File: src/rtl/ahf_pkg.sv
// ----------------------------------------------------------------------------
// ahf_pkg
// Shared types, codes and helpers of the ASCII-hex frame response checker.
// ----------------------------------------------------------------------------
package ahf_pkg;

  localparam int POSITION_BITS = 13;
  localparam int CFG_ADDR_BITS = 3;
  localparam int CFG_DATA_BITS = 32;

  localparam logic CFG_IDX_START_MARKER = 1'b0;
  localparam logic [7:0] START_MARKER_RESET = 8'h7E;

  localparam logic KIND_INFO   = 1'b0;
  localparam logic KIND_STATUS = 1'b1;

  typedef enum logic [2:0] {
    ST_OK         = 3'd0,
    ST_BAD_START  = 3'd1,
    ST_RETURN_ERR = 3'd2,
    ST_LENGTH_CHK = 3'd3,
    ST_SHORT      = 3'd4,
    ST_CHECKSUM   = 3'd5
  } status_t;

  typedef enum logic [1:0] {
    EE_NONE      = 2'd0,
    EE_BAD_START = 2'd1,
    EE_RETURN    = 2'd2,
    EE_LENGTH    = 2'd3
  } early_err_t;

  typedef struct packed {
    logic       ok;
    logic [3:0] val;
  } digit_t;

  typedef struct packed {
    logic        kind;
    logic [7:0]  info_byte;
    status_t     status;
    logic [7:0]  return_code;
    logic [11:0] info_length;
  } out_beat_t;

  typedef struct packed {
    logic      valid;
    out_beat_t beat;
  } step_res_t;

  function automatic digit_t digit_of(input logic [7:0] b);
    digit_t d;
    d.ok  = 1'b1;
    d.val = 4'd0;
    if (b >= 8'h30 && b <= 8'h39) begin
      d.val = 4'(b - 8'h30);
    end else if (b >= 8'h41 && b <= 8'h46) begin
      d.val = 4'(b - 8'h37);
    end else if (b >= 8'h61 && b <= 8'h66) begin
      d.val = 4'(b - 8'h57);
    end else begin
      d.ok = 1'b0;
    end
    return d;
  endfunction

  function automatic logic [7:0] hex_upper(input logic [3:0] n);
    logic [7:0] c;
    if (n < 4'd10) begin
      c = 8'h30 + {4'd0, n};
    end else begin
      c = 8'h37 + {4'd0, n};
    end
    return c;
  endfunction

endpackage

File: src/rtl/ahf_stream_if.sv
// ----------------------------------------------------------------------------
// ahf_stream_if
// Valid/ready channels carrying received bytes in and check results out.
// ----------------------------------------------------------------------------
interface ahf_in_if;
  logic       valid;
  logic       ready;
  logic [7:0] rx_byte;
  logic       end_of_frame;

  modport source (output valid, rx_byte, end_of_frame, input ready);
  modport sink (input valid, rx_byte, end_of_frame, output ready);
endinterface

interface ahf_out_if;
  logic        valid;
  logic        ready;
  logic        kind;
  logic [7:0]  info_byte;
  logic [2:0]  status;
  logic [7:0]  return_code;
  logic [11:0] info_length;

  modport source (output valid, kind, info_byte, status, return_code, info_length,
                  input ready);
  modport sink (input valid, kind, info_byte, status, return_code, info_length,
                output ready);
endinterface

File: src/rtl/ahf_cfg_regs.sv
// ----------------------------------------------------------------------------
// ahf_cfg_regs
// APB register file holding the frame start marker.
// ----------------------------------------------------------------------------
module ahf_cfg_regs (
  input  logic                               clk,
  input  logic                               rst,
  input  logic                               psel,
  input  logic                               penable,
  input  logic                               pwrite,
  input  logic [ahf_pkg::CFG_ADDR_BITS-1:0]  paddr,
  input  logic [ahf_pkg::CFG_DATA_BITS-1:0]  pwdata,
  output logic [ahf_pkg::CFG_DATA_BITS-1:0]  prdata,
  output logic                               pready,
  output logic [7:0]                         start_marker
);
  import ahf_pkg::*;

  logic wr_en;
  logic reg_idx;

  assign pready  = 1'b1;
  assign reg_idx = paddr[CFG_ADDR_BITS-1];
  assign wr_en   = psel && penable && pwrite && (reg_idx == CFG_IDX_START_MARKER);

  always_ff @(posedge clk) begin
    if (rst) begin
      start_marker <= START_MARKER_RESET;
    end else if (wr_en) begin
      start_marker <= pwdata[7:0];
    end
  end

  always_comb begin
    prdata = '0;
    if (reg_idx == CFG_IDX_START_MARKER) begin
      prdata = CFG_DATA_BITS'(start_marker);
    end
  end

endmodule

File: src/rtl/ahf_frame_core.sv
// ----------------------------------------------------------------------------
// ahf_frame_core
// Per-frame state and combinational byte step: field parse, sums and status.
// ----------------------------------------------------------------------------
module ahf_frame_core (
  input  logic               clk,
  input  logic               rst,
  input  logic               step,
  input  logic [7:0]         rx_byte,
  input  logic               end_of_frame,
  input  logic [7:0]         start_marker,
  output ahf_pkg::step_res_t res
);
  import ahf_pkg::*;

  localparam logic [POSITION_BITS-1:0] POS_INFO = POSITION_BITS'(13);
  localparam logic [POSITION_BITS-1:0] POS_MAX  = '1;

  logic [POSITION_BITS-1:0] byte_position;
  logic [15:0]              running_sum;
  logic [7:0]               return_value;
  logic                     return_prefix_done;
  logic [7:0]               length_check_char;
  logic [11:0]              length_value;
  logic                     length_prefix_done;
  logic [6:0]               length_digit_sum;
  early_err_t               early_error;
  logic                     checksum_mismatch;

  logic [15:0]              running_sum_next;
  logic [7:0]               return_value_next;
  logic                     return_prefix_done_next;
  logic [7:0]               length_check_char_next;
  logic [11:0]              length_value_next;
  logic                     length_prefix_done_next;
  logic [6:0]               length_digit_sum_next;
  early_err_t               early_error_next;
  logic                     checksum_mismatch_next;

  digit_t                   dg;
  logic [POSITION_BITS-1:0] p;
  logic [POSITION_BITS-1:0] off;
  logic [POSITION_BITS-1:0] lv_ext;
  logic [POSITION_BITS-1:0] ck_k;
  logic                     in_info;
  logic                     in_ck;
  logic [15:0]              ck;
  logic [3:0]               ck_nib;
  logic [6:0]               lc_full;
  status_t                  st;

  always_comb begin
    p       = byte_position;
    dg      = digit_of(rx_byte);
    lv_ext  = POSITION_BITS'(length_value);
    off     = p - POS_INFO;
    in_info = (p >= POS_INFO) && (off < lv_ext);
    ck_k    = off - lv_ext;
    in_ck   = (p >= POS_INFO) && !in_info && (ck_k < POSITION_BITS'(4));
    ck      = 16'd0 - running_sum;
    unique case (ck_k[1:0])
      2'd0:    ck_nib = ck[15:12];
      2'd1:    ck_nib = ck[11:8];
      2'd2:    ck_nib = ck[7:4];
      default: ck_nib = ck[3:0];
    endcase

    running_sum_next        = running_sum;
    return_value_next       = return_value;
    return_prefix_done_next = return_prefix_done;
    length_check_char_next  = length_check_char;
    length_value_next       = length_value;
    length_prefix_done_next = length_prefix_done;
    length_digit_sum_next   = length_digit_sum;
    early_error_next        = early_error;
    checksum_mismatch_next  = checksum_mismatch;
    lc_full                 = 7'd0;

    if (p == '0) begin
      if (rx_byte != start_marker) begin
        early_error_next = EE_BAD_START;
      end
    end else if (p <= POSITION_BITS'(12) || in_info) begin
      running_sum_next = running_sum + {8'd0, rx_byte};
    end

    if (p == POSITION_BITS'(7) || p == POSITION_BITS'(8)) begin
      if (!return_prefix_done && dg.ok) begin
        return_value_next = {return_value[3:0], dg.val};
      end else begin
        return_prefix_done_next = 1'b1;
      end
      if (p == POSITION_BITS'(8) && early_error == EE_NONE) begin
        if ((return_value_next >= 8'h01 && return_value_next <= 8'h06) ||
            return_value_next == 8'h09) begin
          early_error_next = EE_RETURN;
        end
      end
    end else if (p == POSITION_BITS'(9)) begin
      length_check_char_next = rx_byte;
    end else if (p >= POSITION_BITS'(10) && p <= POSITION_BITS'(12)) begin
      if (!length_prefix_done && dg.ok) begin
        length_value_next = {length_value[7:0], dg.val};
      end else begin
        length_prefix_done_next = 1'b1;
      end
      length_digit_sum_next = length_digit_sum + (dg.ok ? {3'd0, dg.val} : 7'h7F);
      if (p == POSITION_BITS'(12) && early_error == EE_NONE) begin
        lc_full = 7'd0 - length_digit_sum_next;
        if (length_check_char != hex_upper(lc_full[3:0])) begin
          early_error_next = EE_LENGTH;
        end
      end
    end else if (in_ck) begin
      if (rx_byte != hex_upper(ck_nib)) begin
        checksum_mismatch_next = 1'b1;
      end
    end

    priority if (p < POSITION_BITS'(12) || early_error_next == EE_BAD_START) begin
      st = ST_BAD_START;
    end else if (early_error_next == EE_RETURN) begin
      st = ST_RETURN_ERR;
    end else if (early_error_next == EE_LENGTH) begin
      st = ST_LENGTH_CHK;
    end else if ({1'b0, p} < (POSITION_BITS+1)'(length_value_next) +
                 (POSITION_BITS+1)'(16)) begin
      st = ST_SHORT;
    end else if (checksum_mismatch_next) begin
      st = ST_CHECKSUM;
    end else begin
      st = ST_OK;
    end

    res = '0;
    if (end_of_frame) begin
      res.valid            = 1'b1;
      res.beat.kind        = KIND_STATUS;
      res.beat.status      = st;
      res.beat.return_code = (st == ST_BAD_START) ? 8'd0 : return_value_next;
      res.beat.info_length = (st == ST_OK) ? length_value_next : 12'd0;
    end else if (in_info && early_error == EE_NONE) begin
      res.valid          = 1'b1;
      res.beat.kind      = KIND_INFO;
      res.beat.info_byte = rx_byte;
    end
    if (!step) begin
      res.valid = 1'b0;
    end
  end

  always_ff @(posedge clk) begin
    if (rst || (step && end_of_frame)) begin
      byte_position      <= '0;
      running_sum        <= '0;
      return_value       <= '0;
      return_prefix_done <= 1'b0;
      length_check_char  <= '0;
      length_value       <= '0;
      length_prefix_done <= 1'b0;
      length_digit_sum   <= '0;
      early_error        <= EE_NONE;
      checksum_mismatch  <= 1'b0;
    end else if (step) begin
      byte_position      <= (p < POS_MAX) ? p + POSITION_BITS'(1) : POS_MAX;
      running_sum        <= running_sum_next;
      return_value       <= return_value_next;
      return_prefix_done <= return_prefix_done_next;
      length_check_char  <= length_check_char_next;
      length_value       <= length_value_next;
      length_prefix_done <= length_prefix_done_next;
      length_digit_sum   <= length_digit_sum_next;
      early_error        <= early_error_next;
      checksum_mismatch  <= checksum_mismatch_next;
    end
  end

endmodule

File: src/rtl/ascii_hex_frame_response_checker_unit.sv
// ----------------------------------------------------------------------------
// ascii_hex_frame_response_checker_unit
// Top level: input beat register, frame step core and result register.
// ----------------------------------------------------------------------------
// Takes one received frame byte per beat and can accept a beat every clock
// while the output channel is not stalled. Each byte passes through an input
// register, combinational parse and check logic in the frame core, and a
// result register, which presents the result on the output channel; a stalled
// output holds both registers. Info bytes are forwarded while no early error is
// known; the end-of-frame byte yields one status beat and clears the frame
// state. The start marker is set over APB at byte address 0 and must only be
// written while the unit is idle.
module ascii_hex_frame_response_checker_unit (
  input  logic                               clk,
  input  logic                               rst,
  ahf_in_if.sink                             in_ch,
  ahf_out_if.source                          out_ch,
  input  logic                               psel,
  input  logic                               penable,
  input  logic                               pwrite,
  input  logic [ahf_pkg::CFG_ADDR_BITS-1:0]  paddr,
  input  logic [ahf_pkg::CFG_DATA_BITS-1:0]  pwdata,
  output logic [ahf_pkg::CFG_DATA_BITS-1:0]  prdata,
  output logic                               pready
);
  import ahf_pkg::*;

  logic [7:0] marker;
  logic       in_valid_q;
  logic [7:0] in_byte_q;
  logic       in_eof_q;
  logic       advance;
  logic       step;
  logic       in_accept;
  step_res_t  res;
  logic       out_valid;
  out_beat_t  out_beat;

  ahf_cfg_regs u_cfg (
    .clk          (clk),
    .rst          (rst),
    .psel         (psel),
    .penable      (penable),
    .pwrite       (pwrite),
    .paddr        (paddr),
    .pwdata       (pwdata),
    .prdata       (prdata),
    .pready       (pready),
    .start_marker (marker)
  );

  assign advance      = !out_valid || out_ch.ready;
  assign step         = in_valid_q && advance;
  assign in_ch.ready  = !in_valid_q || advance;
  assign in_accept    = in_ch.valid && in_ch.ready;

  always_ff @(posedge clk) begin
    if (rst) begin
      in_valid_q <= 1'b0;
    end else if (in_accept) begin
      in_valid_q <= 1'b1;
    end else if (step) begin
      in_valid_q <= 1'b0;
    end
  end

  always_ff @(posedge clk) begin
    if (in_accept) begin
      in_byte_q <= in_ch.rx_byte;
      in_eof_q  <= in_ch.end_of_frame;
    end
  end

  ahf_frame_core u_core (
    .clk          (clk),
    .rst          (rst),
    .step         (step),
    .rx_byte      (in_byte_q),
    .end_of_frame (in_eof_q),
    .start_marker (marker),
    .res          (res)
  );

  always_ff @(posedge clk) begin
    if (rst) begin
      out_valid <= 1'b0;
    end else if (advance) begin
      out_valid <= res.valid;
    end
  end

  always_ff @(posedge clk) begin
    if (advance && res.valid) begin
      out_beat <= res.beat;
    end
  end

  assign out_ch.valid       = out_valid;
  assign out_ch.kind        = out_beat.kind;
  assign out_ch.info_byte   = out_beat.info_byte;
  assign out_ch.status      = 3'(out_beat.status);
  assign out_ch.return_code = out_beat.return_code;
  assign out_ch.info_length = out_beat.info_length;

  a_info_clean: assert property (@(posedge clk) disable iff (rst)
    (out_valid && out_beat.kind == KIND_INFO) |->
      (out_beat.status == ST_OK && out_beat.return_code == 8'd0 &&
       out_beat.info_length == 12'd0))
    else $error("info beat carries status fields");

  a_bad_start_code: assert property (@(posedge clk) disable iff (rst)
    (out_valid && out_beat.kind == KIND_STATUS && out_beat.status == ST_BAD_START) |->
      (out_beat.return_code == 8'd0 && out_beat.info_length == 12'd0))
    else $error("bad start status with nonzero fields");

  a_in_drain: assert property (@(posedge clk) disable iff (rst)
    (step && !in_accept) |=> !in_valid_q)
    else $error("input register not released after step");

  a_stall_hold: assert property (@(posedge clk) disable iff (rst)
    (in_valid_q && !advance) |=> (in_valid_q && $stable(in_byte_q) && $stable(in_eof_q)))
    else $error("input register lost a pending beat");

endmodule

File: src/flat_wrapper.sv
// flat-port wrapper written by rule: the top's interface ports become plain ports
module ascii_hex_frame_response_checker_unit_flat import ahf_pkg::*;
  (clk, rst, psel, penable, pwrite, paddr, pwdata, prdata, pready, in_ch_valid, in_ch_rx_byte, in_ch_end_of_frame, in_ch_ready, out_ch_valid, out_ch_kind, out_ch_info_byte, out_ch_status, out_ch_return_code, out_ch_info_length, out_ch_ready);
  ahf_in_if in_ch_i ();
  ahf_out_if out_ch_i ();
  input  logic clk;
  input  logic rst;
  input  logic psel;
  input  logic penable;
  input  logic pwrite;
  input  logic [ahf_pkg::CFG_ADDR_BITS-1:0] paddr;
  input  logic [ahf_pkg::CFG_DATA_BITS-1:0] pwdata;
  output logic [ahf_pkg::CFG_DATA_BITS-1:0] prdata;
  output logic pready;
  input wire logic [$bits(in_ch_i.valid)-1:0] in_ch_valid;
  input wire logic [$bits(in_ch_i.rx_byte)-1:0] in_ch_rx_byte;
  input wire logic [$bits(in_ch_i.end_of_frame)-1:0] in_ch_end_of_frame;
  output wire logic [$bits(in_ch_i.ready)-1:0] in_ch_ready;
  output wire logic [$bits(out_ch_i.valid)-1:0] out_ch_valid;
  output wire logic [$bits(out_ch_i.kind)-1:0] out_ch_kind;
  output wire logic [$bits(out_ch_i.info_byte)-1:0] out_ch_info_byte;
  output wire logic [$bits(out_ch_i.status)-1:0] out_ch_status;
  output wire logic [$bits(out_ch_i.return_code)-1:0] out_ch_return_code;
  output wire logic [$bits(out_ch_i.info_length)-1:0] out_ch_info_length;
  input wire logic [$bits(out_ch_i.ready)-1:0] out_ch_ready;
  assign in_ch_i.valid = in_ch_valid;
  assign in_ch_i.rx_byte = in_ch_rx_byte;
  assign in_ch_i.end_of_frame = in_ch_end_of_frame;
  assign in_ch_ready = in_ch_i.ready;
  assign out_ch_valid = out_ch_i.valid;
  assign out_ch_kind = out_ch_i.kind;
  assign out_ch_info_byte = out_ch_i.info_byte;
  assign out_ch_status = out_ch_i.status;
  assign out_ch_return_code = out_ch_i.return_code;
  assign out_ch_info_length = out_ch_i.info_length;
  assign out_ch_i.ready = out_ch_ready;
  ascii_hex_frame_response_checker_unit u_core (.clk(clk), .rst(rst), .in_ch(in_ch_i), .out_ch(out_ch_i), .psel(psel), .penable(penable), .pwrite(pwrite), .paddr(paddr), .pwdata(pwdata), .prdata(prdata), .pready(pready));
endmodule
File: config.mk
export PLATFORM = sky130hd
export DESIGN_NAME = ascii_hex_frame_response_checker_unit_flat
export DESIGN_NICKNAME = d
export VERILOG_FILES = /design/src/rtl/ahf_pkg.sv /design/src/rtl/ahf_stream_if.sv /design/src/rtl/ahf_cfg_regs.sv /design/src/rtl/ahf_frame_core.sv /design/src/rtl/ascii_hex_frame_response_checker_unit.sv /design/src/flat_wrapper.sv
export SDC_FILE = /design/constraint.sdc
export NUM_CORES = 1
export LEC_CHECK = 0
export BUFFER_PORTS_ARGS = -buffer_cell sky130_fd_sc_hd__buf_2
export CAP_MARGIN = 10
export CORE_MARGIN = 8
export CORE_UTILIZATION = 55
export CTS_BUF_LIST = sky130_fd_sc_hd__clkbuf_4 sky130_fd_sc_hd__clkbuf_8
export DETAILED_ROUTE_END_ITERATION = 16
export HOLD_SLACK_MARGIN = 0.03
export PLACE_DENSITY = 0.77
export SYNTH_ARGS = -nofsm -noshare
export SYNTH_HDL_FRONTEND = slang
export SYNTH_SLANG_ARGS = --single-unit
File: constraint.sdc
create_clock -name clk -period 9.19 [get_ports clk]
set_input_delay 0.919 -clock clk [delete_from_list [all_inputs] [get_ports clk]]
set_output_delay 0.919 -clock clk [all_outputs]
set_load 0.03 [all_outputs]
==> out/results.tsv <==
metric	value	unit
hold_path_class	reg2reg	
synth_top_family_by_area	simple AND/OR/NAND/NOR gates	
cts-resized-gates	0	
crit_path_max_fanout	13	
use_met2	32.3	%
clk_pin_slew_worst_paths	0.07	ns
critPathTopFamily	compound AO/OA/AOI/OAI gates	
routed_wl	19.9	mm
crit_path_top_delay_cell	edfxtp_1	
drt_first_pass_iters	6	
routabilityCongestion	0.905	
fmax	0.162	GHz
cts_tree	yes	
crit_cells	16	
finalCriticalPeriod	6.17	ns
drv_cap	0	
ys_ff_latch	117	
crit_type	reg2reg	
setup_tns	0	ns
synthArstFlopShare	0	%
place_ws	3.17	ns
path_cells	inv_1 > ha_1 > nor2b_1 > or4_1 > a32oi_1 > nand3_1 > ha_1 > a21o_1 > a21oi_1 > xnor3_1 > xnor2_1 > nor2_1 > a2111oi_0 > a311o_1 > nand3_1 > nor3_1	
skew	0.0153	ns
die_area	0.0193	mm^2
ys_seq_area_share	33.1	%
synth_top_cell_by_area	dfxtp_1	
vias_per_cell	5.82	
ir_drop	0.000112	V
io_pins	118	
start_kind	register	
syn_avg_cell_area	8.44	um^2
numCtsBuffers	17	
finalCritPeriodShare	67.2	%
synth-xor-area-share	6.17	%
synth_mux_area_share	4.36	%
worstRegToRegCells	16	
slew_violations	0	
gr-usage-all-layers	20.7	%
port_buffers	66	
arrival	6.43	ns
postRouteAntennaNets	0	
grt_remaining_overflow	0	
coreArea	0.0150	mm^2
setup_viol	0	
tightestPinTransition	1.03	ns
clock_sinks	117	
wl_per_cell	16.2	um
grt_max_degree	63	
outcome	complete, no violations	
slew_headroom	31.2	%
row_count	45	
grt_pass1_wl	33.2	mm
end_kind	register	
nets	1128	
cp_slowest_stage_delay	0.70	ns
insertion_delay	0.45	ns
area_delta_synth_final	8.46	%
synth_edf_count	41	
cts_setup_buffers	0	
whs_path_depth	2	
drc_errors	0	
leakage	3.52	nW
synthSimpleGateAreaFrac	24.8	%
syn-instance-count	985	
die_x	139	um
layout_common_cells	100 x nor2_1, 82 x nand2_1, 76 x dfxtp_1, 67 x a21oi_1, 66 x buf_2	
power_density	133	mW/mm^2
grt_pass1_vias	6843	
htree_levels	4	
drtIter0Drc	722	
dp_hpwl	14.4	mm
synth_compound_area_share	16.2	%
synth_warnings	0	
antenna_cells	0	
drive_gt1_share	13.1	%
vias	7143	
grt_antenna_before_repair	0	
cp.required	9.45	ns
root_buffer	clkbuf_8	
rsz0062_at_grt	false	
met1_usage	26.8	%
critical_path_buf_inv_count	1	
grt_util_met3	5.85	%
setup_slack	3.02	ns
final-hold-violation-count	0	
synthFlopType	dfxtp_1	
synth_cell_types	80	
busiest_layer	met2	
synth_area_leaders	dfxtp_1 18%, edfxtp_1 15%, ha_1 7.2%	
floorplan.die.height	139	um
cts_buffer_depth	2	
start_util	55.5	%
layout_commonest_cell	nor2_1	
postCtsHoldBufs	0	
synth_area	0.00832	mm^2
yosysTopAreaCellShare	18.3	%
synthAdderAreaFrac	7.94	%
==> layout make-up <==
class / count / area [um^2]
tap: 188 / 235
multi-input combinational: 763 / 5050
clock buffer: 20 / 256
fill: 1343 / 5960
sequential: 117 / 2750
inverter: 54 / 203
timing repair buffer: 73 / 383
clock inverter: 12 / 138
==> routing by layer <==
| layer | share of wire [%] | vias up | wire [um] |
|---|---|---|---|
| met5 | 0 | - | 0 |
| met4 | 1.9 | 0 | 380 |
| met3 | 6.9 | 33 | 1370 |
| met2 | 44 | 244 | 8800 |
| met1 | 47 | 3315 | 9330 |
| li1 | - | 3551 | - |
==> cell families (layout without fill, tap and decap cells) <==
family,Yosys count,count (layout)
AO/OA/AOI/OAI,205,205
XOR/XNOR,57,57
adder cells (fa/ha/maj),51,51
buffers and inverters,128,159
flip-flops,117,117
multiplexers,36,36
other,2,25
AND/OR/NAND/NOR,389,389
==> cells in the mapped netlist (10+ instances only) <==
cell type / count
a21oi_1: 67
a31oi_1: 12
and2_1: 13
and3_1: 10
buf_4: 25
clkbuf_1: 39
dfxtp_1: 76
edfxtp_1: 41
ha_1: 48
inv_1: 54
mux2i_1: 34
nand2_1: 82
nand3_1: 31
nand3b_1: 11
nand4_1: 10
nor2_1: 100
nor2b_1: 22
nor3_1: 24
nor3_2: 10
nor4_1: 15
o21a_1: 11
o21ai_0: 35
or3_1: 11
xnor2_1: 24
xor2_1: 32
==> tightest hold or removal path: cells and delay by family (launching register included) <==
family	cells	cell delay [ns]
AND/OR/NAND/NOR	1	0.05
flip-flops	1	0.31
AO/OA/AOI/OAI	1	0.05
==> worst paths after layout <==
kind | slack [ns] | to | from
worst max register to register | 3.02 | u_core.out_ch.info_length[11] | u_core.in_byte_q[0]
worst max-delay path | 3.02 | u_core.out_ch.info_length[11] | u_core.in_byte_q[0]
worst min-delay path | 0.45 | u_core.u_core.length_value[10] | u_core.u_core.length_value[10]
worst min register to register | 0.45 | u_core.u_core.length_value[10] | u_core.u_core.length_value[10]
==> report_power, final <==
group          internal, W  total [W]  switching [W]
combinational    0.0000505   0.000147      0.0000967
sequential        0.000544   0.000560      0.0000153
clock             0.000272   0.000490       0.000218
==> flip-flops by register name, indices dropped and copies added (netlist names), 2 cells and up <==
signal	count
u_core.out_ch.info_length	12
u_core.u_core.length_check_char	8
u_core.u_core.running_sum	16
u_core.out_ch.info_byte	8
u_core.out_ch.status	3
u_core.u_core.byte_position	13
u_core.in_byte_q	8
u_core.u_core.length_value	12
u_core.u_cfg.start_marker	8
u_core.u_core.length_digit_sum	4
u_core.u_core.early_error	2
u_core.out_ch.return_code	8
u_core.u_core.return_value	8
==> stage by stage <==
stage / instances / power, W / hold slack, ns / instance area, um^2 / util (%)
6_report: 1227 / 0.00120 / 0.453 / 9020 / 60.2
5_1_grt: 1227 / 0.00124 / 0.481 / 9020 / 60.2
4_1_cts: 1227 / 0.00120 / 0.458 / 9020 / 60.2
3_5_place_dp: 1195 / 0.000715 / 0.448 / 8620 / 57.6
3_3_place_gp: 1195 / 0.000712 / 0.441 / 8620 / 57.6
2_1_floorplan: 1008 / 0.000688 / 0.432 / 8400 / -
(Power assumes the default switching activity.)
